## src/design/spc_pkg.sv

```systemverilog
package spc_pkg;

  // Field widths
  localparam int CMD_W     = 3;
  localparam int AMT_W     = 17;
  localparam int ANG_W     = 16;
  localparam int PUL_W     = 15;
  localparam int CFG_IDX_W = 2;
  localparam int CFG_W     = 16;

  // Datapath widths
  localparam int OP_W      = 17;  // multiplier operands and divisor
  localparam int PROD_W    = 2 * OP_W;
  localparam int TGT_W     = 22;  // widest target angle before clamping
  localparam int SUM_W     = PROD_W + 1;
  localparam int DIV_STEPS = PROD_W;
  localparam int CNT_W     = $clog2(DIV_STEPS + 1);
  localparam int ADDR_W    = 5;

  // Percent scaling: floor(x / 10000) as (x * ceil(2^45 / 10000)) >> 45, exact for x < 2^32
  localparam int PCT_MAG_W   = 32;
  localparam int RECIP_SHIFT = 45;
  localparam int PCT_Q_W     = 2 * PCT_MAG_W - RECIP_SHIFT;

  localparam logic [OP_W-1:0]      PCT_SCALE      = OP_W'(10000);
  localparam logic [PCT_MAG_W-1:0] PCT_ROUND      = 32'd9999;
  localparam logic [PCT_MAG_W-1:0] RECIP_10K      = 32'hD1B7_1759;
  localparam logic [PUL_W-1:0]     PULSE_MAX_CODE = '1;

  // Commands
  localparam logic [CMD_W-1:0] CMD_MOVE_TO     = 3'd0;
  localparam logic [CMD_W-1:0] CMD_MOVE_BY_DEG = 3'd1;
  localparam logic [CMD_W-1:0] CMD_MOVE_BY_PCT = 3'd2;
  localparam logic [CMD_W-1:0] CMD_CENTER      = 3'd3;
  localparam logic [CMD_W-1:0] CMD_SLEEP       = 3'd4;
  localparam logic [CMD_W-1:0] CMD_WAKE        = 3'd5;

  // Configuration register indexes and reset values
  localparam logic [CFG_IDX_W-1:0] REG_MIN_ANGLE = 2'd0;
  localparam logic [CFG_IDX_W-1:0] REG_MAX_ANGLE = 2'd1;
  localparam logic [CFG_IDX_W-1:0] REG_MIN_PULSE = 2'd2;
  localparam logic [CFG_IDX_W-1:0] REG_MAX_PULSE = 2'd3;

  localparam logic signed [ANG_W-1:0] MIN_ANGLE_RST = 16'sd0;
  localparam logic signed [ANG_W-1:0] MAX_ANGLE_RST = 16'sd18000;
  localparam logic [PUL_W-1:0]        MIN_PULSE_RST = 15'd500;
  localparam logic [PUL_W-1:0]        MAX_PULSE_RST = 15'd2500;

  // Micro-operations of the datapath
  typedef enum logic [4:0] {
    U_NOP,
    U_TGT_AMT,
    U_TGT_REL,
    U_TGT_CTR,
    U_MUL_PCT,
    U_PCT_MAG,
    U_PCT_RECIP,
    U_TGT_Q,
    U_CLAMP,
    U_MUL_PULSE,
    U_DIV_SPAN,
    U_PULSE_Q,
    U_PULSE_MIN,
    U_DRIVE,
    U_WAKE,
    U_SLEEP,
    U_NODRIVE,
    U_EMIT
  } uop_t;

  // Sequencing conditions
  typedef enum logic [2:0] {
    C_DISPATCH,
    C_NEXT,
    C_JUMP,
    C_WAIT_DIV,
    C_SPAN0,
    C_AWAKE,
    C_EMIT
  } cond_t;

  typedef struct packed {
    uop_t              uop;
    cond_t             cond;
    logic [ADDR_W-1:0] target;
  } uword_t;

  typedef struct packed {
    logic en;
    logic load;
    uop_t uop;
  } ctl_t;

  typedef struct packed {
    logic div_busy;
    logic span_zero;
    logic asleep;
    logic out_full;
  } stat_t;

  // Program addresses
  localparam logic [ADDR_W-1:0] A_IDLE       = 5'd0;
  localparam logic [ADDR_W-1:0] A_MOVE_TO    = 5'd1;
  localparam logic [ADDR_W-1:0] A_MOVE_BY    = 5'd2;
  localparam logic [ADDR_W-1:0] A_CENTER     = 5'd3;
  localparam logic [ADDR_W-1:0] A_PCT        = 5'd4;
  localparam logic [ADDR_W-1:0] A_PCT_MAG    = 5'd5;
  localparam logic [ADDR_W-1:0] A_PCT_RECIP  = 5'd6;
  localparam logic [ADDR_W-1:0] A_PCT_ADD    = 5'd7;
  localparam logic [ADDR_W-1:0] A_CLAMP      = 5'd8;
  localparam logic [ADDR_W-1:0] A_PULSE      = 5'd9;
  localparam logic [ADDR_W-1:0] A_PULSE_DIV  = 5'd10;
  localparam logic [ADDR_W-1:0] A_PULSE_WAIT = 5'd11;
  localparam logic [ADDR_W-1:0] A_PULSE_Q    = 5'd12;
  localparam logic [ADDR_W-1:0] A_PULSE_MIN  = 5'd13;
  localparam logic [ADDR_W-1:0] A_DRIVE      = 5'd14;
  localparam logic [ADDR_W-1:0] A_EMIT       = 5'd15;
  localparam logic [ADDR_W-1:0] A_WAKE       = 5'd16;
  localparam logic [ADDR_W-1:0] A_WAKE_CLR   = 5'd17;
  localparam logic [ADDR_W-1:0] A_SLEEP      = 5'd18;
  localparam logic [ADDR_W-1:0] A_NODRIVE    = 5'd19;
  localparam logic [ADDR_W-1:0] A_LAST       = A_NODRIVE;

  function automatic uword_t uw(input uop_t u, input cond_t c, input logic [ADDR_W-1:0] t);
    uword_t w;
    w.uop    = u;
    w.cond   = c;
    w.target = t;
    return w;
  endfunction

  // Control store
  function automatic uword_t ucode_rom(input logic [ADDR_W-1:0] a);
    uword_t w;
    unique case (a)
      A_IDLE:       w = uw(U_NOP,       C_DISPATCH, A_IDLE);
      A_MOVE_TO:    w = uw(U_TGT_AMT,   C_JUMP,     A_CLAMP);
      A_MOVE_BY:    w = uw(U_TGT_REL,   C_JUMP,     A_CLAMP);
      A_CENTER:     w = uw(U_TGT_CTR,   C_JUMP,     A_CLAMP);
      A_PCT:        w = uw(U_MUL_PCT,   C_NEXT,     A_IDLE);
      A_PCT_MAG:    w = uw(U_PCT_MAG,   C_NEXT,     A_IDLE);
      A_PCT_RECIP:  w = uw(U_PCT_RECIP, C_NEXT,     A_IDLE);
      A_PCT_ADD:    w = uw(U_TGT_Q,     C_NEXT,     A_IDLE);
      A_CLAMP:      w = uw(U_CLAMP,     C_NEXT,     A_IDLE);
      A_PULSE:      w = uw(U_MUL_PULSE, C_SPAN0,    A_PULSE_MIN);
      A_PULSE_DIV:  w = uw(U_DIV_SPAN,  C_NEXT,     A_IDLE);
      A_PULSE_WAIT: w = uw(U_NOP,       C_WAIT_DIV, A_IDLE);
      A_PULSE_Q:    w = uw(U_PULSE_Q,   C_JUMP,     A_DRIVE);
      A_PULSE_MIN:  w = uw(U_PULSE_MIN, C_NEXT,     A_IDLE);
      A_DRIVE:      w = uw(U_DRIVE,     C_NEXT,     A_IDLE);
      A_EMIT:       w = uw(U_EMIT,      C_EMIT,     A_IDLE);
      A_WAKE:       w = uw(U_NOP,       C_AWAKE,    A_NODRIVE);
      A_WAKE_CLR:   w = uw(U_WAKE,      C_JUMP,     A_PULSE);
      A_SLEEP:      w = uw(U_SLEEP,     C_JUMP,     A_EMIT);
      A_NODRIVE:    w = uw(U_NODRIVE,   C_JUMP,     A_EMIT);
      default:      w = uw(U_NOP,       C_JUMP,     A_IDLE);
    endcase
    return w;
  endfunction

  // Entry point of each command; unknown commands give a result that drives nothing
  function automatic logic [ADDR_W-1:0] entry_of(input logic [CMD_W-1:0] c);
    logic [ADDR_W-1:0] a;
    unique case (c)
      CMD_MOVE_TO:     a = A_MOVE_TO;
      CMD_MOVE_BY_DEG: a = A_MOVE_BY;
      CMD_MOVE_BY_PCT: a = A_PCT;
      CMD_CENTER:      a = A_CENTER;
      CMD_SLEEP:       a = A_SLEEP;
      CMD_WAKE:        a = A_WAKE;
      default:         a = A_NODRIVE;
    endcase
    return a;
  endfunction

endpackage

```

## src/design/spc_divider.sv

```systemverilog
module spc_divider import spc_pkg::*; (
  input  logic                     clk,
  input  logic                     rst,
  input  logic                     start,
  input  logic signed [PROD_W-1:0] dividend,
  input  logic signed [OP_W-1:0]   divisor,
  output logic                     busy,
  output logic signed [PROD_W-1:0] quotient
);

  logic [CNT_W-1:0]  cnt;
  logic [PROD_W-1:0] work;   // dividend bits shift out, quotient bits shift in
  logic [OP_W-1:0]   rem;
  logic [OP_W-1:0]   den;
  logic              neg;

  logic [OP_W:0]     trial;
  logic              take;

  assign trial = {rem, work[PROD_W-1]};
  assign take  = (trial >= {1'b0, den});

  always_ff @(posedge clk) begin
    if (rst) begin
      busy <= 1'b0;
      cnt  <= '0;
    end else if (start) begin
      busy <= 1'b1;
      cnt  <= CNT_W'(DIV_STEPS);
      neg  <= dividend[PROD_W-1] ^ divisor[OP_W-1];
      work <= dividend[PROD_W-1] ? PROD_W'(-dividend) : PROD_W'(dividend);
      den  <= divisor[OP_W-1] ? OP_W'(-divisor) : OP_W'(divisor);
      rem  <= '0;
    end else if (busy) begin
      rem  <= take ? OP_W'(trial - {1'b0, den}) : trial[OP_W-1:0];
      work <= {work[PROD_W-2:0], take};
      cnt  <= cnt - 1'b1;
      if (cnt == CNT_W'(1)) begin
        busy <= 1'b0;
      end
    end
  end

  // Floor rounding: a negative quotient with a remainder steps one further down
  always_comb begin
    if (!neg) begin
      quotient = $signed(work);
    end else if (rem != '0) begin
      quotient = $signed(~work);
    end else begin
      quotient = $signed(-work);
    end
  end

  a_no_restart: assert property (@(posedge clk) disable iff (rst) start |-> !busy)
    else $error("divider started while busy");
  a_busy_count: assert property (@(posedge clk) disable iff (rst) busy == (cnt != '0))
    else $error("divider busy flag and step count disagree");

endmodule

```

## src/design/spc_datapath.sv

```systemverilog
module spc_datapath import spc_pkg::*; (
  input  logic                    clk,
  input  logic                    rst,
  input  ctl_t                    ctl,
  input  logic signed [AMT_W-1:0] amount,
  input  logic                    cfg_we,
  input  logic [CFG_IDX_W-1:0]    cfg_index,
  input  logic [CFG_W-1:0]        cfg_data,
  input  logic                    out_ready,
  output stat_t                   stat,
  output logic                    out_valid,
  output logic                    out_write_strobe,
  output logic [PUL_W-1:0]        out_pin_value,
  output logic signed [ANG_W-1:0] out_angle_now,
  output logic                    out_asleep
);

  logic signed [ANG_W-1:0] min_angle;
  logic signed [ANG_W-1:0] max_angle;
  logic [PUL_W-1:0]        min_pulse;
  logic [PUL_W-1:0]        max_pulse;

  logic signed [ANG_W-1:0] angle_reg;
  logic                    sleep_flag;
  logic [PUL_W-1:0]        last_pulse;

  logic signed [AMT_W-1:0] amt;
  logic signed [TGT_W-1:0] tgt;
  logic [PROD_W-1:0]       prod;
  logic                    strobe;
  logic [PUL_W-1:0]        pin;

  logic signed [OP_W-1:0]   span;
  logic signed [OP_W-1:0]   ang_diff;
  logic signed [OP_W-1:0]   pulse_diff;
  logic signed [OP_W-1:0]   mul_a;
  logic signed [OP_W-1:0]   mul_b;
  logic [PROD_W-1:0]        mul_prod;
  logic signed [OP_W-1:0]   div_divisor;
  logic                     div_start;
  logic                     div_busy;
  logic signed [PROD_W-1:0] q;
  logic signed [OP_W-1:0]   bound_sum;
  logic signed [TGT_W-1:0]  min_t;
  logic signed [TGT_W-1:0]  max_t;
  logic signed [ANG_W-1:0]  clamped;
  logic signed [SUM_W-1:0]  psum;
  logic [PUL_W-1:0]         psat;

  logic [PROD_W-1:0]        prod_neg;
  logic [PCT_MAG_W-1:0]     pct_mag;
  logic [2*PCT_MAG_W-1:0]   recip_prod;
  logic [PCT_Q_W-1:0]       pct_q;
  logic signed [TGT_W-1:0]  pct_delta;

  assign span       = {max_angle[ANG_W-1], max_angle} - {min_angle[ANG_W-1], min_angle};
  assign ang_diff   = {angle_reg[ANG_W-1], angle_reg} - {min_angle[ANG_W-1], min_angle};
  assign pulse_diff = {2'b00, max_pulse} - {2'b00, min_pulse};
  assign bound_sum  = {max_angle[ANG_W-1], max_angle} + {min_angle[ANG_W-1], min_angle};

  assign mul_a    = (ctl.uop == U_MUL_PCT) ? span : ang_diff;
  assign mul_b    = (ctl.uop == U_MUL_PCT) ? amt  : pulse_diff;
  // Low bits of a product of sign-extended operands carry the signed result
  assign mul_prod = {{OP_W{mul_a[OP_W-1]}}, mul_a} * {{OP_W{mul_b[OP_W-1]}}, mul_b};

  // Percent scaling: floor of a negative product is minus the rounded-up magnitude quotient
  assign prod_neg   = -prod;
  assign recip_prod = {{PCT_MAG_W{1'b0}}, pct_mag} * {{PCT_MAG_W{1'b0}}, RECIP_10K};
  assign pct_delta  = prod[PROD_W-1] ? -$signed(TGT_W'(pct_q)) : $signed(TGT_W'(pct_q));

  assign div_start   = ctl.en && (ctl.uop == U_DIV_SPAN);
  assign div_divisor = span;

  spc_divider u_div (
    .clk      (clk),
    .rst      (rst),
    .start    (div_start),
    .dividend ($signed(prod)),
    .divisor  (div_divisor),
    .busy     (div_busy),
    .quotient (q)
  );

  // Clamp: lower bound is tested first
  assign min_t = TGT_W'(min_angle);
  assign max_t = TGT_W'(max_angle);
  always_comb begin
    if (tgt < min_t) begin
      clamped = min_angle;
    end else if (tgt > max_t) begin
      clamped = max_angle;
    end else begin
      clamped = tgt[ANG_W-1:0];
    end
  end

  // Pulse offset plus base, saturated to the pin code range
  assign psum = $signed({{(SUM_W-PUL_W){1'b0}}, min_pulse}) + $signed({q[PROD_W-1], q});
  always_comb begin
    if (psum[SUM_W-1]) begin
      psat = '0;
    end else if (psum[SUM_W-2:PUL_W] != '0) begin
      psat = PULSE_MAX_CODE;
    end else begin
      psat = psum[PUL_W-1:0];
    end
  end

  assign stat.div_busy  = div_busy;
  assign stat.span_zero = (max_angle == min_angle);
  assign stat.asleep    = sleep_flag;
  assign stat.out_full  = out_valid && !out_ready;

  always_ff @(posedge clk) begin
    if (rst) begin
      min_angle  <= MIN_ANGLE_RST;
      max_angle  <= MAX_ANGLE_RST;
      min_pulse  <= MIN_PULSE_RST;
      max_pulse  <= MAX_PULSE_RST;
      angle_reg  <= '0;
      sleep_flag <= 1'b0;
      last_pulse <= '0;
      out_valid  <= 1'b0;
    end else begin
      if (cfg_we) begin
        unique case (cfg_index)
          REG_MIN_ANGLE: min_angle <= $signed(cfg_data);
          REG_MAX_ANGLE: max_angle <= $signed(cfg_data);
          REG_MIN_PULSE: min_pulse <= cfg_data[PUL_W-1:0];
          REG_MAX_PULSE: max_pulse <= cfg_data[PUL_W-1:0];
          default: ;
        endcase
      end
      if (out_valid && out_ready && !(ctl.en && ctl.uop == U_EMIT)) begin
        out_valid <= 1'b0;
      end
      if (ctl.load) begin
        amt <= amount;
      end
      if (ctl.en) begin
        unique case (ctl.uop)
          U_TGT_AMT:   tgt <= TGT_W'(amt);
          U_TGT_REL:   tgt <= TGT_W'(angle_reg) + TGT_W'(amt);
          U_TGT_CTR:   tgt <= TGT_W'($signed(bound_sum[OP_W-1:1]));
          U_MUL_PCT:   prod <= mul_prod;
          U_MUL_PULSE: prod <= mul_prod;
          U_PCT_MAG: begin
            if (prod[PROD_W-1]) begin
              pct_mag <= prod_neg[PCT_MAG_W-1:0] + PCT_ROUND;
            end else begin
              pct_mag <= prod[PCT_MAG_W-1:0];
            end
          end
          U_PCT_RECIP: pct_q <= recip_prod[2*PCT_MAG_W-1:RECIP_SHIFT];
          U_TGT_Q:     tgt <= TGT_W'(angle_reg) + pct_delta;
          U_CLAMP:     angle_reg <= clamped;
          U_PULSE_Q:   last_pulse <= psat;
          U_PULSE_MIN: last_pulse <= min_pulse;
          U_DRIVE: begin
            strobe <= 1'b1;
            pin    <= last_pulse;
          end
          U_WAKE:      sleep_flag <= 1'b0;
          U_SLEEP: begin
            sleep_flag <= 1'b1;
            strobe     <= 1'b1;
            pin        <= '0;
          end
          U_NODRIVE: begin
            strobe <= 1'b0;
            pin    <= '0;
          end
          U_EMIT: begin
            out_valid        <= 1'b1;
            out_write_strobe <= strobe;
            out_pin_value    <= pin;
            out_angle_now    <= angle_reg;
            out_asleep       <= sleep_flag;
          end
          default: ;
        endcase
      end
    end
  end

  a_emit_source: assert property (@(posedge clk) disable iff (rst)
    $rose(out_valid) |-> $past(ctl.en && ctl.uop == U_EMIT))
    else $error("result appeared without an emit step");
  a_quiet_pin: assert property (@(posedge clk) disable iff (rst)
    (out_valid && !out_write_strobe) |-> out_pin_value == '0)
    else $error("pin value nonzero on a result that drives nothing");

endmodule

```

## config.mk

```make
export PLATFORM = sky130hd
export DESIGN_NAME = spc_datapath
export DESIGN_NICKNAME = d
export VERILOG_FILES = /design/src/design/spc_pkg.sv /design/src/design/spc_divider.sv /design/src/design/spc_datapath.sv
export SDC_FILE = /design/constraint.sdc
export NUM_CORES = 2
export LEC_CHECK = 0
export BUFFER_PORTS_ARGS = -buffer_cell sky130_fd_sc_hd__buf_2
export CAP_MARGIN = 20
export CORE_MARGIN = 1.5
export CORE_UTILIZATION = 59
export CTS_BUF_LIST = sky130_fd_sc_hd__clkbuf_8
export DETAILED_ROUTE_END_ITERATION = 16
export PLACE_DENSITY = 0.75
export RECOVER_POWER = 50
export SLEW_MARGIN = 40
export SYNTH_ARGS = -nofsm -noshare
export SYNTH_HDL_FRONTEND = slang
export SYNTH_SLANG_ARGS = --single-unit
```

## constraint.sdc

```tcl
create_clock -name clk -period 11.3 [get_ports clk]
set_input_delay 1.13 -clock clk [delete_from_list [all_inputs] [get_ports clk]]
set_output_delay 1.13 -clock clk [all_outputs]
set_load 0.005 [all_outputs]
```

==> summary.md <==
| Metric | Value |
|---|---|
| H-tree depth | `2` |
| Top-area cell type share of the netlist area | `29.2%` |
| Seq cells post-synth | `roughly 340` |
| Initial drt markers | `approximately 3600` |
| Cell with the most instances after synthesis | `inv_1` |
| Root buffer cell | `clkbuf_8` |
| Post-Syn Instances | `~5500` |
| RSZ-0062 raised after global routing | `false` |
| Number of buffers created by CTS | `57` |
| Fraction of registers with async set or reset after synthesis | `0%` |
| Final Skew | `around 0.055 ns` |
| Largest registers | `prod x34, u_div.work x34, pct_mag x32` |
| Clock slew at reported path FFs | `about 0.060 ns` |
| Worst Setup Start Kind | `flop` |
| Setup_tns | `0 ns` |
| Worst hold-check path type | `reg -> reg` |
| Synth top cells by count | `inv_1 (1235), fa_1 (753), ha_1 (640)` |
| Cells after DPL | `between 6000 and 7000` |
| Routed WL | `152000 um` |
| Final hold viol count | `0` |
| Via density | `between 5 and 6` |
| Layout area overhead | `5.79%` |
| CTS resizes | `0` |
| Via count | `just under 40000` |
| Max Cap Viol | `6` |
| Post-layout min period | `10.32 ns` |
| Worst path max stage delay | `0.57 ns` |
| CTS Hold Bufs | `0` |
| Antenna viol nets, final | `0` |
| Fin nets | `around 7000` |
| Worst slew margin | `-104%` |
| Slew Limit Fails | `about 270` |
| Crit Reg-Reg Endpoint | `prod[33]$_DFFE_PP_` |
| EDFF count, synth | `~240` |
| Die W | `between 200 and 300 um` |
| Finished Layout Cells | `6789` |
| Slowest stage cell on the critical path | `o41ai_1` |
| Critical path origin | `min_angle[1]$_SDFFE_PP0P_` |
| Clock latency on the worst-skew pair | `0.70 ns` |
| Largest net degree at the start of global routing | `74` |
| Most numerous cell on the critical path | `fa_1` |
| Core Region | `~87000 um^2` |
| Critical path required time | `between 10 and 15 ns` |
| CP max FO | `11` |
| Final worst path period share | `a little over 90%` |
| IO Port Bufs | `83` |
| Minimum hold slack | `roughly 0.43 ns` |
| GRT Total Usage | `34.8%` |
| Post-route DRC | `0` |
| Initial Util | `between 50% and 60%` |
| I/O pins | `84` |
| Hpwl dp | `roughly 130000 um` |
| Global placement routability congestion | `approximately 1.0` |
| First-pass GRT wire length | `roughly 240000 um` |
| Outcome | `complete, but fails checks` |
| FF-to-FF Start | `min_angle[1]$_SDFFE_PP0P_` |
| Synth Flop Type | `edfxtp_1` |
| Critical Path AT | `10.74 ns` |
| Ys Warns | `0` |
| Dominant cell type by area after synthesis | `fa_1` |
| Clk sink count | `344` |
| # rows | `around 110` |
| CTS tree | `built` |
| Drt wl/cell | `approximately 22 um` |
| Vias in the first global route | `around 40000` |
| Synth unique cells | `84` |
| DR pass1 iterations | `6` |
| Register area share after synthesis | `about 18%` |
| Die ar. | `89100 um^2` |
| Share of cells above drive strength 1 | `about 4.7%` |
| Slew @ Worst Pin | `3.07 ns` |
| Fmax | `roughly 97 MHz` |
| Register Area | `just over 9000 um^2` |
| Post-Synthesis Cell Area | `51500 um^2` |
| Failing checks | `max-capacitance violations, max-slew violations` |
| Initial antenna violation count | `10` |
| Leading post-synthesis cells by cell area | `fa_1 (29%), ha_1 (16%), edfxtp_1 (14%), inv_1 (9.0%), dfxtp_1 (4.0%)` |
| Post-CTS Setup Bufs | `0` |
| Crit path to | `prod[33]$_DFFE_PP_` |
| Crit end category | `flop` |
| Worst r2r path cells | `33` |
| Crit path kind | `reg -> reg` |
| Mapped Nets | `about 7000` |
| Clock buffer depth | `3` |
| GRT overflow | `0` |
| Multi-input logic area | `between 30000 and 40000 um^2` |
| Die height | `~300 um` |
| Setup slack, reg-to-reg | `0.98 ns` |
| Filler cell count | `roughly 7300` |
| Setup violations, final | `0` |
| Hold path depth | `0` |
| Syn avg cell area | `approximately 9.3 um^2` |
## final cells by class
type	count	share of cell area [%]
multi-input combinational	3797	68.1
sequential	344	17.1
inverter	1236	8.51
tap	1155	2.65
clock buffer	60	1.51
timing repair buffer	145	1.51
clock inverter	46	0.578
antenna	6	0.0275
## stage by stage
step	instance area, um^2	utilization, %	worst slack (ns)
3_5_place_dp	53400	61.7	1.23
2_1_floorplan	51500	-	2.11
6_report	54500	63.0	0.982
5_1_grt	54500	62.9	0.271
3_3_place_gp	53400	61.6	1.38
4_1_cts	54600	63.0	1.19
## worst min path at each step
stage                               startpoint                    endpoint  slack (ns)
after floorplan           pin[0]$_SDFFCE_PN0P_  out_pin_value[0]$_DFFE_PP_        0.40
after global placement    pin[2]$_SDFFCE_PN0P_  out_pin_value[2]$_DFFE_PP_        0.40
after detailed placement  pin[2]$_SDFFCE_PN0P_  out_pin_value[2]$_DFFE_PP_        0.41
after CTS                 pin[2]$_SDFFCE_PN0P_  out_pin_value[2]$_DFFE_PP_        0.42
after global routing      pin[9]$_SDFFCE_PN0P_  out_pin_value[9]$_DFFE_PP_        0.43
final                     pin[2]$_SDFFCE_PN0P_  out_pin_value[2]$_DFFE_PP_        0.43
## placed cells by master (no fill, tap or decap), types with 25 or more instances in the layout
cell type	n
inv_1	1256
fa_1	753
ha_1	640
nand2_1	403
nor2_1	387
edfxtp_1	242
a21oi_1	232
o21ai_0	175
xnor2_1	174
dfxtp_1	102
xor2_1	92
nor3_1	67
a21o_1	66
nand3_1	64
clkbuf_8	60
buf_2	59
nor2b_1	47
buf_4	44
nand2b_1	43
and3_1	40
o41ai_1	39
clkbuf_1	38
o21a_1	36
or2_2	35
nand4_1	35
or3_1	32
o31ai_1	32
o21ai_1	31
a31oi_1	25
## worst max-delay path: cells and delay by family, from the launching register on
kind | cells | cell delay [ns]
AO/OA/AOI/OAI | 13 | 3.74
flip-flops | 1 | 0.51
XOR/XNOR | 1 | 0.12
buffers and inverters | 4 | 0.31
adder cells (fa/ha/maj) | 8 | 3.68
AND/OR/NAND/NOR | 7 | 1.67
## layer usage
layer	global-route usage [%]	part of all wire, %	wire (um)
met5	0	0.022	33
met1	48.2	41	62800
met3	5.86	8.8	13300
met4	13.1	4.2	6320
met2	55.2	46	69200
## kinds of logic after synthesis
logic type / after synthesis / share of synthesized area, %
fa+ha+maj: 1393 / 44.8
buf+inv: 1381 / 10.1
flops: 344 / 18.1
simple gates: 1283 / 11.8
compound gates: 830 / 10.3
mux: 24 / 0.473
xor+xnor: 267 / 4.54
Power is not shown: default switching activity piles up to over one toggle a cycle in this logic, so the estimate is an artifact.
