## config.mk

```make
export PLATFORM = sky130hd
export DESIGN_NAME = spc_sequencer
export DESIGN_NICKNAME = d
export VERILOG_FILES = /design/src/design/spc_pkg.sv /design/src/design/spc_sequencer.sv
export SDC_FILE = /design/constraint.sdc
export NUM_CORES = 1
export LEC_CHECK = 0
export BUFFER_PORTS_ARGS = -buffer_cell sky130_fd_sc_hd__buf_2
export CAP_MARGIN = 20
export CORE_UTILIZATION = 60
export DETAILED_ROUTE_END_ITERATION = 10
export PLACE_DENSITY_LB_ADDON = 0.15
export SLEW_MARGIN = 20
export SYNTH_ARGS = -nofsm -noshare
export SYNTH_HDL_FRONTEND = slang
export SYNTH_SLANG_ARGS = --single-unit
```

## constraint.sdc

```tcl
create_clock -name clk -period 7.1 [get_ports clk]
set_input_delay 0.71 -clock clk [delete_from_list [all_inputs] [get_ports clk]]
set_output_delay 0.71 -clock clk [all_outputs]
set_load 0.05 [all_outputs]
```

## src/design/spc_pkg.sv

```systemverilog
package spc_pkg;

  // Field widths
  localparam int CMD_W     = 3;
  localparam int AMT_W     = 17;
  localparam int ANG_W     = 16;
  localparam int PUL_W     = 15;
  localparam int CFG_IDX_W = 2;
  localparam int CFG_W     = 16;

  // Datapath widths
  localparam int OP_W      = 17;  // multiplier operands and divisor
  localparam int PROD_W    = 2 * OP_W;
  localparam int TGT_W     = 22;  // widest target angle before clamping
  localparam int SUM_W     = PROD_W + 1;
  localparam int DIV_STEPS = PROD_W;
  localparam int CNT_W     = $clog2(DIV_STEPS + 1);
  localparam int ADDR_W    = 5;

  // Percent scaling: floor(x / 10000) as (x * ceil(2^45 / 10000)) >> 45, exact for x < 2^32
  localparam int PCT_MAG_W   = 32;
  localparam int RECIP_SHIFT = 45;
  localparam int PCT_Q_W     = 2 * PCT_MAG_W - RECIP_SHIFT;

  localparam logic [OP_W-1:0]      PCT_SCALE      = OP_W'(10000);
  localparam logic [PCT_MAG_W-1:0] PCT_ROUND      = 32'd9999;
  localparam logic [PCT_MAG_W-1:0] RECIP_10K      = 32'hD1B7_1759;
  localparam logic [PUL_W-1:0]     PULSE_MAX_CODE = '1;

  // Commands
  localparam logic [CMD_W-1:0] CMD_MOVE_TO     = 3'd0;
  localparam logic [CMD_W-1:0] CMD_MOVE_BY_DEG = 3'd1;
  localparam logic [CMD_W-1:0] CMD_MOVE_BY_PCT = 3'd2;
  localparam logic [CMD_W-1:0] CMD_CENTER      = 3'd3;
  localparam logic [CMD_W-1:0] CMD_SLEEP       = 3'd4;
  localparam logic [CMD_W-1:0] CMD_WAKE        = 3'd5;

  // Configuration register indexes and reset values
  localparam logic [CFG_IDX_W-1:0] REG_MIN_ANGLE = 2'd0;
  localparam logic [CFG_IDX_W-1:0] REG_MAX_ANGLE = 2'd1;
  localparam logic [CFG_IDX_W-1:0] REG_MIN_PULSE = 2'd2;
  localparam logic [CFG_IDX_W-1:0] REG_MAX_PULSE = 2'd3;

  localparam logic signed [ANG_W-1:0] MIN_ANGLE_RST = 16'sd0;
  localparam logic signed [ANG_W-1:0] MAX_ANGLE_RST = 16'sd18000;
  localparam logic [PUL_W-1:0]        MIN_PULSE_RST = 15'd500;
  localparam logic [PUL_W-1:0]        MAX_PULSE_RST = 15'd2500;

  // Micro-operations of the datapath
  typedef enum logic [4:0] {
    U_NOP,
    U_TGT_AMT,
    U_TGT_REL,
    U_TGT_CTR,
    U_MUL_PCT,
    U_PCT_MAG,
    U_PCT_RECIP,
    U_TGT_Q,
    U_CLAMP,
    U_MUL_PULSE,
    U_DIV_SPAN,
    U_PULSE_Q,
    U_PULSE_MIN,
    U_DRIVE,
    U_WAKE,
    U_SLEEP,
    U_NODRIVE,
    U_EMIT
  } uop_t;

  // Sequencing conditions
  typedef enum logic [2:0] {
    C_DISPATCH,
    C_NEXT,
    C_JUMP,
    C_WAIT_DIV,
    C_SPAN0,
    C_AWAKE,
    C_EMIT
  } cond_t;

  typedef struct packed {
    uop_t              uop;
    cond_t             cond;
    logic [ADDR_W-1:0] target;
  } uword_t;

  typedef struct packed {
    logic en;
    logic load;
    uop_t uop;
  } ctl_t;

  typedef struct packed {
    logic div_busy;
    logic span_zero;
    logic asleep;
    logic out_full;
  } stat_t;

  // Program addresses
  localparam logic [ADDR_W-1:0] A_IDLE       = 5'd0;
  localparam logic [ADDR_W-1:0] A_MOVE_TO    = 5'd1;
  localparam logic [ADDR_W-1:0] A_MOVE_BY    = 5'd2;
  localparam logic [ADDR_W-1:0] A_CENTER     = 5'd3;
  localparam logic [ADDR_W-1:0] A_PCT        = 5'd4;
  localparam logic [ADDR_W-1:0] A_PCT_MAG    = 5'd5;
  localparam logic [ADDR_W-1:0] A_PCT_RECIP  = 5'd6;
  localparam logic [ADDR_W-1:0] A_PCT_ADD    = 5'd7;
  localparam logic [ADDR_W-1:0] A_CLAMP      = 5'd8;
  localparam logic [ADDR_W-1:0] A_PULSE      = 5'd9;
  localparam logic [ADDR_W-1:0] A_PULSE_DIV  = 5'd10;
  localparam logic [ADDR_W-1:0] A_PULSE_WAIT = 5'd11;
  localparam logic [ADDR_W-1:0] A_PULSE_Q    = 5'd12;
  localparam logic [ADDR_W-1:0] A_PULSE_MIN  = 5'd13;
  localparam logic [ADDR_W-1:0] A_DRIVE      = 5'd14;
  localparam logic [ADDR_W-1:0] A_EMIT       = 5'd15;
  localparam logic [ADDR_W-1:0] A_WAKE       = 5'd16;
  localparam logic [ADDR_W-1:0] A_WAKE_CLR   = 5'd17;
  localparam logic [ADDR_W-1:0] A_SLEEP      = 5'd18;
  localparam logic [ADDR_W-1:0] A_NODRIVE    = 5'd19;
  localparam logic [ADDR_W-1:0] A_LAST       = A_NODRIVE;

  function automatic uword_t uw(input uop_t u, input cond_t c, input logic [ADDR_W-1:0] t);
    uword_t w;
    w.uop    = u;
    w.cond   = c;
    w.target = t;
    return w;
  endfunction

  // Control store
  function automatic uword_t ucode_rom(input logic [ADDR_W-1:0] a);
    uword_t w;
    unique case (a)
      A_IDLE:       w = uw(U_NOP,       C_DISPATCH, A_IDLE);
      A_MOVE_TO:    w = uw(U_TGT_AMT,   C_JUMP,     A_CLAMP);
      A_MOVE_BY:    w = uw(U_TGT_REL,   C_JUMP,     A_CLAMP);
      A_CENTER:     w = uw(U_TGT_CTR,   C_JUMP,     A_CLAMP);
      A_PCT:        w = uw(U_MUL_PCT,   C_NEXT,     A_IDLE);
      A_PCT_MAG:    w = uw(U_PCT_MAG,   C_NEXT,     A_IDLE);
      A_PCT_RECIP:  w = uw(U_PCT_RECIP, C_NEXT,     A_IDLE);
      A_PCT_ADD:    w = uw(U_TGT_Q,     C_NEXT,     A_IDLE);
      A_CLAMP:      w = uw(U_CLAMP,     C_NEXT,     A_IDLE);
      A_PULSE:      w = uw(U_MUL_PULSE, C_SPAN0,    A_PULSE_MIN);
      A_PULSE_DIV:  w = uw(U_DIV_SPAN,  C_NEXT,     A_IDLE);
      A_PULSE_WAIT: w = uw(U_NOP,       C_WAIT_DIV, A_IDLE);
      A_PULSE_Q:    w = uw(U_PULSE_Q,   C_JUMP,     A_DRIVE);
      A_PULSE_MIN:  w = uw(U_PULSE_MIN, C_NEXT,     A_IDLE);
      A_DRIVE:      w = uw(U_DRIVE,     C_NEXT,     A_IDLE);
      A_EMIT:       w = uw(U_EMIT,      C_EMIT,     A_IDLE);
      A_WAKE:       w = uw(U_NOP,       C_AWAKE,    A_NODRIVE);
      A_WAKE_CLR:   w = uw(U_WAKE,      C_JUMP,     A_PULSE);
      A_SLEEP:      w = uw(U_SLEEP,     C_JUMP,     A_EMIT);
      A_NODRIVE:    w = uw(U_NODRIVE,   C_JUMP,     A_EMIT);
      default:      w = uw(U_NOP,       C_JUMP,     A_IDLE);
    endcase
    return w;
  endfunction

  // Entry point of each command; unknown commands give a result that drives nothing
  function automatic logic [ADDR_W-1:0] entry_of(input logic [CMD_W-1:0] c);
    logic [ADDR_W-1:0] a;
    unique case (c)
      CMD_MOVE_TO:     a = A_MOVE_TO;
      CMD_MOVE_BY_DEG: a = A_MOVE_BY;
      CMD_MOVE_BY_PCT: a = A_PCT;
      CMD_CENTER:      a = A_CENTER;
      CMD_SLEEP:       a = A_SLEEP;
      CMD_WAKE:        a = A_WAKE;
      default:         a = A_NODRIVE;
    endcase
    return a;
  endfunction

endpackage

```

## src/design/spc_sequencer.sv

```systemverilog
module spc_sequencer import spc_pkg::*; (
  input  logic             clk,
  input  logic             rst,
  input  logic             in_valid,
  input  logic [CMD_W-1:0] command,
  input  stat_t            stat,
  output logic             in_ready,
  output ctl_t             ctl
);

  logic [ADDR_W-1:0] pc;
  logic [ADDR_W-1:0] pc_next;
  uword_t            word;

  assign word     = ucode_rom(pc);
  assign in_ready = (pc == A_IDLE);

  always_comb begin
    pc_next  = pc;
    ctl.uop  = word.uop;
    ctl.en   = 1'b1;
    ctl.load = 1'b0;
    unique case (word.cond)
      C_DISPATCH: begin
        if (in_valid) begin
          pc_next  = entry_of(command);
          ctl.load = 1'b1;
        end
      end
      C_NEXT: pc_next = pc + 1'b1;
      C_JUMP: pc_next = word.target;
      C_WAIT_DIV: begin
        if (stat.div_busy) begin
          ctl.en = 1'b0;
        end else begin
          pc_next = pc + 1'b1;
        end
      end
      C_SPAN0: pc_next = stat.span_zero ? word.target : pc + 1'b1;
      C_AWAKE: pc_next = stat.asleep ? pc + 1'b1 : word.target;
      C_EMIT: begin
        if (stat.out_full) begin
          ctl.en = 1'b0;
        end else begin
          pc_next = word.target;
        end
      end
      default: pc_next = A_IDLE;
    endcase
  end

  always_ff @(posedge clk) begin
    if (rst) begin
      pc <= A_IDLE;
    end else begin
      pc <= pc_next;
    end
  end

  a_pc_range: assert property (@(posedge clk) disable iff (rst) pc <= A_LAST)
    else $error("step counter left the program");
  a_emit_hold: assert property (@(posedge clk) disable iff (rst)
    (pc == A_EMIT && stat.out_full) |=> pc == A_EMIT)
    else $error("sequencer passed the emit step while the result register was full");

endmodule

```

==> results of run 1 <==
## cells by family after synthesis
| kind of cell | count (synthesis) |
|---|---|
| xor+xnor | 1 |
| simple gates | 45 |
| buf+inv | 22 |
| fa+ha+maj | 9 |
| flops | 18 |
| mux | 1 |
| compound gates | 48 |
## worst register-to-register path: cells and delay by family (launching register included)
kind | cells | cell delay [ns]
buf+inv | 1 | 0.15
compound gates | 7 | 1.61
fa+ha+maj | 1 | 0.39
simple gates | 1 | 0.29
flops | 1 | 0.64
## cells in the final DEF (no fill, tap or decap), types with 2 or more instances in the layout
cell type,count
nor2_1,16
clkbuf_4,3
a2bb2oi_1,2
ha_1,9
o21ai_0,5
o22ai_1,6
a21boi_2,2
dfxtp_1,18
buf_2,17
inv_1,11
nand4b_1,2
o211ai_1,2
a221oi_1,3
or4_1,2
o211a_1,2
nand2_1,5
nor2b_1,3
o221ai_1,2
a211o_1,2
nand3_1,2
a21oi_1,6
nor4b_1,2
## Yosys cell counts (2+ instances only)
| library cell | n | area (µm²) |
|---|---|---|
| dfxtp_1 | 18 | 360 |
| nor2_1 | 16 | 60.1 |
| inv_1 | 11 | 41.3 |
| ha_1 | 9 | 113 |
| a21oi_1 | 6 | 30.0 |
| buf_4 | 6 | 45.0 |
| o22ai_1 | 6 | 37.5 |
| nand2_1 | 5 | 18.8 |
| o21ai_0 | 5 | 25.0 |
| a221oi_1 | 3 | 26.3 |
| nor2b_1 | 3 | 18.8 |
| a211o_1 | 2 | 17.5 |
| a21boi_2 | 2 | 22.5 |
| a2bb2oi_1 | 2 | 17.5 |
| buf_2 | 2 | 10.0 |
| buf_6 | 2 | 22.5 |
| nand3_1 | 2 | 10.0 |
| nand4b_1 | 2 | 17.5 |
| nor4b_1 | 2 | 17.5 |
| o211a_1 | 2 | 20.0 |
| o211ai_1 | 2 | 15.0 |
| o221ai_1 | 2 | 17.5 |
| or4_1 | 2 | 15.0 |
## per-stage QoR
step / utilization / hold slack, ns / cells / area, µm² / power [µW]
after floorplan: - / 0.553 / 144 / 1270 / 452
after global routing: 0.672 / 0.717 / 180 / 1330 / 598
after CTS: 0.672 / 0.666 / 180 / 1330 / 557
final: 0.672 / 0.678 / 180 / 1330 / 562
after detailed placement: 0.661 / 0.642 / 177 / 1310 / 508
after global placement: 0.661 / 0.638 / 177 / 1310 / 500
## state kept, by name, summed over array words and instances, names as in the netlist
signal	cells
pc	5
word	13
## metal layers
metal	GRT usage	vias up	routed length, µm
met5	0	-	0
met4	0.161	0	71
met3	0.0642	10	168
met2	0.446	52	1380
met1	0.321	552	1210
li1	-	556	-
## how the worst min path moves through the flow
stage	startpoint	end	slack [ns]
6_report	pc[1]$_SDFFE_PP0N_	pc[1]$_SDFFE_PP0N_	0.68
5_1_grt	pc[1]$_SDFFE_PP0N_	pc[1]$_SDFFE_PP0N_	0.72
4_1_cts	pc[1]$_SDFFE_PP0N_	pc[1]$_SDFFE_PP0N_	0.67
3_5_place_dp	pc[1]$_SDFFE_PP0N_	pc[1]$_SDFFE_PP0N_	0.64
3_3_place_gp	pc[0]$_SDFFE_PP0N_	pc[0]$_SDFFE_PP0N_	0.64
2_1_floorplan	pc[1]$_SDFFE_PP0N_	pc[1]$_SDFFE_PP0N_	0.55
## power by group
part,switching [µW],internal (µW)
combinational,224,119
clock,28.7,19.7
sequential,37.3,133
## cell type report
| class | instances | area, µm² |
|---|---|---|
| multi-input cells | 104 | 790 |
| repair buffers | 17 | 85.1 |
| fillers | 157 | 649 |
| flip-flops and latches | 18 | 360 |
| inverters | 11 | 41.3 |
| clock buffers | 3 | 22.5 |
| well taps | 27 | 33.8 |
==> flow_summary.yaml, run 1 <==
route:
  drtIter0Drc: 42
  drtAntennaViolNets: 0
  post-route-drc-count: 0
  wl_per_cell_um: 15.7
  avgViaCountPerCell: 6.50
  num_vias: 1170
  wirelength_um: 2820
  dr.pass1.iters: 4
global_routing:
  grt_use_total: 0.272
  grt_pass1_vias: 988
  antenna_found_initial: 0
  grt_max_degree: 18
  grt_remaining_overflow: 0
  grt_first_pass_wirelength_um: 4310
worst_setup_path:
  crit_slowest_cell: "dfxtp_1"
  regToRegSetupSlack_ns: 3.91
  reg2reg_to: "word[6]$_DFF_P_"
  worstSetupPathType: "flop to flop"
  crit-reg2reg-launch: "word[7]$_DFF_P_"
  startpoint: "word[7]$_DFF_P_"
  path_buf_inv: 1
  reg2regPathDepth: 10
  crit_end: "word[6]$_DFF_P_"
  crit_fanout: 16
  cp.arrival_ns: 3.37
  critPathMaxStageDelay_ns: 0.64
  crit_chain: "a21oi_1 -> o21ai_0 -> a22oi_1 -> a21oi_1 -> a21oi_1 -> nor2_1 -> inv_1 -> ha_1 -> a2111o_1 -> o221a_1"
  crit_cells: 10
  critical_path.startpoint_type: "flop"
  path_delay_family: "compound AO/OA/AOI/OAI gates"
  path_common_cell: "a21oi_1"
  crit_path_end_kind: "flop"
  crit_required_ns: 7.28
floorplan:
  die_area_um2: 2310
  rows: 16
  initial_core_util: 0.642
  design.portCount: 18
  die_h_um: 48.1
  core_um2: 1980
  die_w_um: 48.1
synthesis:
  synth-xor-area-share: 0.00688
  synth_ff_type: "dfxtp_1"
  syn-mean-instance-area_um2: 8.84
  ys_seq_elements: 18
  synth_compound_area_frac: 0.305
  seq_area_frac_synth: 0.283
  yosysUniqueCellTypes: 55
  syn_nets: 163
  async_flop_share: 0
  synth_top_family_by_area: "compound AO/OA/AOI/OAI gates"
  synth_area_um2: 1270
  synth_fa_ha_area_frac: 0.0885
  synth-simple-area-share: 0.212
  synth-edff-count: 0
  netlist_instances: 144
  yosysWarningCount: 0
  muxShareOfSynthArea: 0.00787
sta:
  min_period_over_period: 0.449
  fmax_ghz: 0.314
  rsz0062_at_grt: "false"
  period_minus_slack_ns: 3.19
  worst_pin_slew_ns: 0.879
  slew_headroom: 0.414
  fin_setup_tns_ns: 0
  finalHoldViolations: 0
  timing.final.ws_setup_ns: 3.91
  skew_ns: 0.00866
  final_max_slew_viol_count: 0
  setup_viol: 0
clocking:
  worstSkewPairLatency_ns: 0.29
  cts_buffers: 3
  ctsHoldBuffers: 0
  htree_levels: 1
  post-cts-setup-buffers: 0
  cts-resized-gates: 0
  cts_sinks: 18
  clock_path_buffers: 2
  root_buffer: "clkbuf_4"
  clk_pin_slew_ns: 0.10
  cts_tree: "yes"
power:
  peakVddDrop_v: 0.000261
  p_leak_uw: 0.000557
  power_density_nw_per_um2: 422
run:
  maxCapViolCount: 0
placed_design:
  hpwl_um: 2130
  gp_congestion: 0.922
  post-place-ws_ns: 3.85
  portBuffers: 17
status:
  status: "finished clean"
min_path:
  min_path_type: "flop to flop"
  hold_depth: 2
layout:
  area_growth_pct: 4.72
  diodes: 0
  drive_above_1_share: 0.216
  nNetsFinal: 174
(Power assumes the default switching activity.)
==> inputs of run 2 (changes only) <==
- CORE_UTILIZATION: 60 -> 56
- clock period: 7.1 -> 3 ns (I/O delays scaled with it)
==> run 2 against run 1 <==
  * Die area rose by 6.9%
  * Sequential share of layout area decreased by 1.3 points
  * Sequential power is 120% higher
  * Sequential cell count unchanged
  * Critical endpoint unchanged
  * Highest routed layer unchanged
==> flow_summary.yaml, run 2 (synthesis results as in run 1) <==
route:
  num_vias: 1163
  wl_per_cell_um: 14.9
  avgViaCountPerCell: 6.22
  dr.pass1.iters: 4
  drtAntennaViolNets: 0
  post-route-drc-count: 0
  wirelength_um: 2790
  drtIter0Drc: 59
floorplan:
  die_h_um: 49.7
  design.portCount: 18
  initial_core_util: 0.623
  rows: 16
  die_w_um: 49.7
  core_um2: 2040
  die_area_um2: 2470
layout:
  final_cell_mix: "dfxtp_1 (18), buf_2 (17), nor2_1 (16)"
  layout_commonest_cell: "dfxtp_1"
  area_growth_pct: 9.83
  seq_area_um2: 360
  utilization: 0.684
  post-route-cell-area_um2: 1400
  fillerInstances: 186
  diodes: 0
  largest_register_ffs: 13
  multi_input_area_um2: 796
  nNetsFinal: 180
  drive_above_1_share: 0.256
global_routing:
  grt_use_total: 0.237
  grt_first_pass_wirelength_um: 4550
  antenna_found_initial: 0
  grt_pass1_vias: 1055
  grt_max_degree: 18
  grt_remaining_overflow: 0
worst_setup_path:
  critical_path.startpoint_type: "flop"
  crit_slowest_cell: "dfxtp_1"
  crit_fanout: 14
  critPathMaxStageDelay_ns: 0.58
  cp.arrival_ns: 2.94
  path_delay_family: "compound AO/OA/AOI/OAI gates"
  crit_chain: "nor4b_1 -> or2_2 -> a221oi_1 -> a2bb2oi_1 -> nor2_1 -> ha_1 -> a2111o_1 -> o221a_1"
  worstSetupPathType: "flop to flop"
  crit_path_end_kind: "flop"
  crit_required_ns: 3.20
  path_buf_inv: 0
sta:
  rsz0062_at_grt: "false"
  fmax_ghz: 0.365
  period_minus_slack_ns: 2.74
  fin_setup_tns_ns: 0
  min_period_over_period: 0.914
  timing.final.ws_setup_ns: 0.257
  worst_pin_slew_ns: 0.760
  setup_viol: 0
  slew_headroom: 0.494
  finalHoldViolations: 0
  final_max_slew_viol_count: 0
  skew_ns: 0.00175
status:
  status: "finished clean"
power:
  peakVddDrop_v: 0.000541
  p_leak_uw: 0.000595
  p_seq_frac: 0.270
  p_switching_uw: 696
  power_uw: 1420
  pwr-share-clk: 0.103
  p_int_uw: 719
  pwr-share-comb: 0.627
  p_sw_frac: 0.492
  power_density_nw_per_um2: 1010
clocking:
  post-cts-setup-buffers: 0
  worstSkewPairLatency_ns: 0.30
  cts_tree: "yes"
  clock_path_buffers: 2
  root_buffer: "clkbuf_4"
  cts_sinks: 18
  htree_levels: 1
  cts-resized-gates: 0
  ctsHoldBuffers: 0
  cts_buffers: 3
  clk_pin_slew_ns: 0.09
placed_design:
  portBuffers: 17
  dpl_cell_area_um2: 1360
  gp_congestion: 0.958
  post-place-ws_ns: 0.157
  hpwl_um: 2170
min_path:
  min_path_type: "primary input to flop"
run:
  maxCapViolCount: 0
run 2: cell count changes in the layout (fill, tap and decap cells not counted), sizes merged:
cell    change
buf         +6
clkbuf      +1
run 2: layer usage:
layer	share of wire	wire length, µm	track usage
met3	0.059	164	0.0278
met2	0.48	1330	0.390
met4	0.035	97	0.110
met5	0	0	0
met1	0.43	1200	0.308
run 2: stage by stage:
stage	hold slack [ns]	cells
finish	0.350	187
global route	0.366	187
CTS	0.346	187
detailed placement	0.655	183
global placement	0.652	183
floorplan	0.396	144
run 2: area by class of cell:
type	count	share of cell area
multi-input cells	104	0.569
flip-flops and latches	18	0.258
repair buffers	23	0.0931
inverters	11	0.0295
clock buffers	4	0.0260
well taps	27	0.0242
run 2: power groups by stage:
stage / sequential (µW) / clock (µW) / combinational [µW]
after floorplan: 358 / 0 / 711
final: 382 / 146 / 887
after global routing: 390 / 159 / 969
after detailed placement: 386 / 0 / 868
after CTS: 380 / 148 / 873
after global placement: 385 / 0 / 847
run 2: worst paths after layout:
kind | start | endpoint | slack, ns | cells past startpoint
setup / recovery | word[5]$_DFF_P_ | word[6]$_DFF_P_ | 0.26 | 8
hold / removal | rst | pc[3]$_SDFFE_PP0N_ | 0.35 | 2
setup reg to reg | word[5]$_DFF_P_ | word[6]$_DFF_P_ | 0.26 | 8
hold reg to reg | pc[0]$_SDFFE_PP0N_ | pc[0]$_SDFFE_PP0N_ | 0.70 | 2
==> inputs of run 3 (changes only) <==
- BUFFER_PORTS_ARGS: -buffer_cell sky130_fd_sc_hd__buf_2 -> -buffer_cell sky130_fd_sc_hd__clkbuf_2
- PLACE_DENSITY_LB_ADDON: 0.15 -> 0.08
==> run 3 against run 2 <==
  * Clock power fell by 23%
  * Cell area fell by 1.8%
  * First-iteration DRC count fell by 36%
  * Final cell count fell by 2.1%
  * Clock skew rose by 0.0045 ns
  * Maximum frequency fell by 1.8%
  * Hold slack improved by 0.074 ns
  * Worst setup slack got worse by 0.052 ns
  * Global-route usage rose by 1.8 points
  * Sequential power rose by 4%
==> flow_summary.yaml, run 3 (synthesis results as in run 1) <==
layout:
  final_cell_mix: "clkbuf_2 (17), dfxtp_1 (16), nor2_1 (15)"
  nNetsFinal: 177
  post-route-cell-area_um2: 1370
  drive_above_1_share: 0.263
  layout_commonest_cell: "clkbuf_2"
  utilization: 0.672
  largest_register_ffs: 13
  area_growth_pct: 7.87
  diodes: 0
route:
  dr.pass1.iters: 4
  drtIter0Drc: 38
  drtAntennaViolNets: 0
  avgViaCountPerCell: 6.21
  wirelength_um: 2850
  wl_per_cell_um: 15.6
  num_vias: 1137
  post-route-drc-count: 0
clocking:
  htree_levels: 1
  cts_buffers: 3
  worstSkewPairLatency_ns: 0.28
  root_buffer: "clkbuf_4"
  clk_pin_slew_ns: 0.09
  clock_path_buffers: 2
  ctsHoldBuffers: 0
  cts_sinks: 18
  cts_tree: "yes"
global_routing:
  grt_remaining_overflow: 0
  grt_use_total: 0.255
  grt_max_degree: 18
  grt_first_pass_wirelength_um: 4800
  antenna_found_initial: 0
  grt_pass1_vias: 1080
min_path:
  min_from: "rst"
  hold_depth: 2
  min_path_type: "primary input to flop"
  worst_hold_path.endpoint: "pc[1]$_SDFFE_PP0N_"
worst_setup_path:
  crit_fanout: 16
  crit-reg2reg-launch: "word[7]$_DFF_P_"
  cp.arrival_ns: 2.96
  reg2regPathDepth: 10
  worstSetupPathType: "flop to flop"
  regToRegSetupSlack_ns: 0.21
  crit_required_ns: 3.16
  crit_path_end_kind: "flop"
  reg2reg_to: "word[3]$_DFF_P_"
  critical_path.startpoint_type: "flop"
placed_design:
  hpwl_um: 2240
  post-place-ws_ns: 0.0369
  portBuffers: 17
  dpl_cell_area_um2: 1330
  gp_congestion: 1.00
sta:
  setup_viol: 0
  slew_headroom: 0.665
  worst_pin_slew_ns: 0.496
  finalHoldViolations: 0
  min_period_over_period: 0.931
  hold_ws_ns: 0.424
  period_minus_slack_ns: 2.79
  timing.final.ws_setup_ns: 0.206
  skew_ns: 0.00623
  final_max_slew_viol_count: 0
  fmax_ghz: 0.358
run:
  maxCapViolCount: 0
floorplan:
  rows: 16
  die_area_um2: 2470
  design.portCount: 18
  die_w_um: 49.7
  die_h_um: 49.7
  initial_core_util: 0.623
  core_um2: 2040
power:
  p_leak_uw: 0.000574
  power_uw: 1370
  peakVddDrop_v: 0.000586
  power_density_nw_per_um2: 1000
status:
  status: "finished clean"
[run 3: cell type report]
class | count | area, µm²
Tap cell | 27 | 33.8
Timing Repair Buffer | 20 | 108
Multi-Input combinational cell | 104 | 805
Inverter | 11 | 41.3
Clock buffer | 3 | 22.5
Sequential cell | 18 | 363
Fill cell | 177 | 669
[run 3: worst max path at each step]
stage	from	endpoint
floorplan	word[7]$_DFF_P_	word[6]$_DFF_P_
global placement	word[7]$_DFF_P_	word[6]$_DFF_P_
detailed placement	word[7]$_DFF_P_	word[6]$_DFF_P_
CTS	word[6]$_DFF_P_	word[6]$_DFF_P_
global route	word[7]$_DFF_P_	word[3]$_DFF_P_
finish	word[7]$_DFF_P_	word[3]$_DFF_P_
[run 3: layer usage]
layer / track usage / routed length [µm] / vias up
met5: 0 / 0 / -
met2: 0.432 / 1410 / 34
met3: 0.0432 / 110 / 6
met4: 0.129 / 53 / 0
met1: 0.308 / 1270 / 535
li1: - / - / 562
[run 3: power breakdown]
part / internal (µW) / total [µW] / switching, µW / leakage [µW]
clock network: 46.6 / 112 / 65.8 / 0.0000138
logic: 315 / 862 / 548 / 0.000412
registers: 316 / 397 / 81.5 / 0.000148
[run 3: timing repair]
item / CTS / global route
buffers inserted: 0 / 0
gates resized for setup: 0 / 6
endpoints found under the setup margin: 0 / 7
[run 3: per-stage QoR]
step / instances / setup TNS [ns]
floorplan: 144 / 0
global placement: 180 / 0
detailed placement: 180 / 0
CTS: 183 / 0
global route: 183 / -0.0000329
finish: 183 / 0
[run 3: critical path, stage by stage, from the launching register on]
cell	delay (ns)
dfxtp_2	0.50
nor4b_1	0.47
or2_2	0.26
a221oi_1	0.10
a2bb2oi_2	0.20
nor2_1	0.24
inv_1	0.17
ha_1	0.25
nand2b_1	0.17
a32oi_1	0.22
o22ai_1	0.11
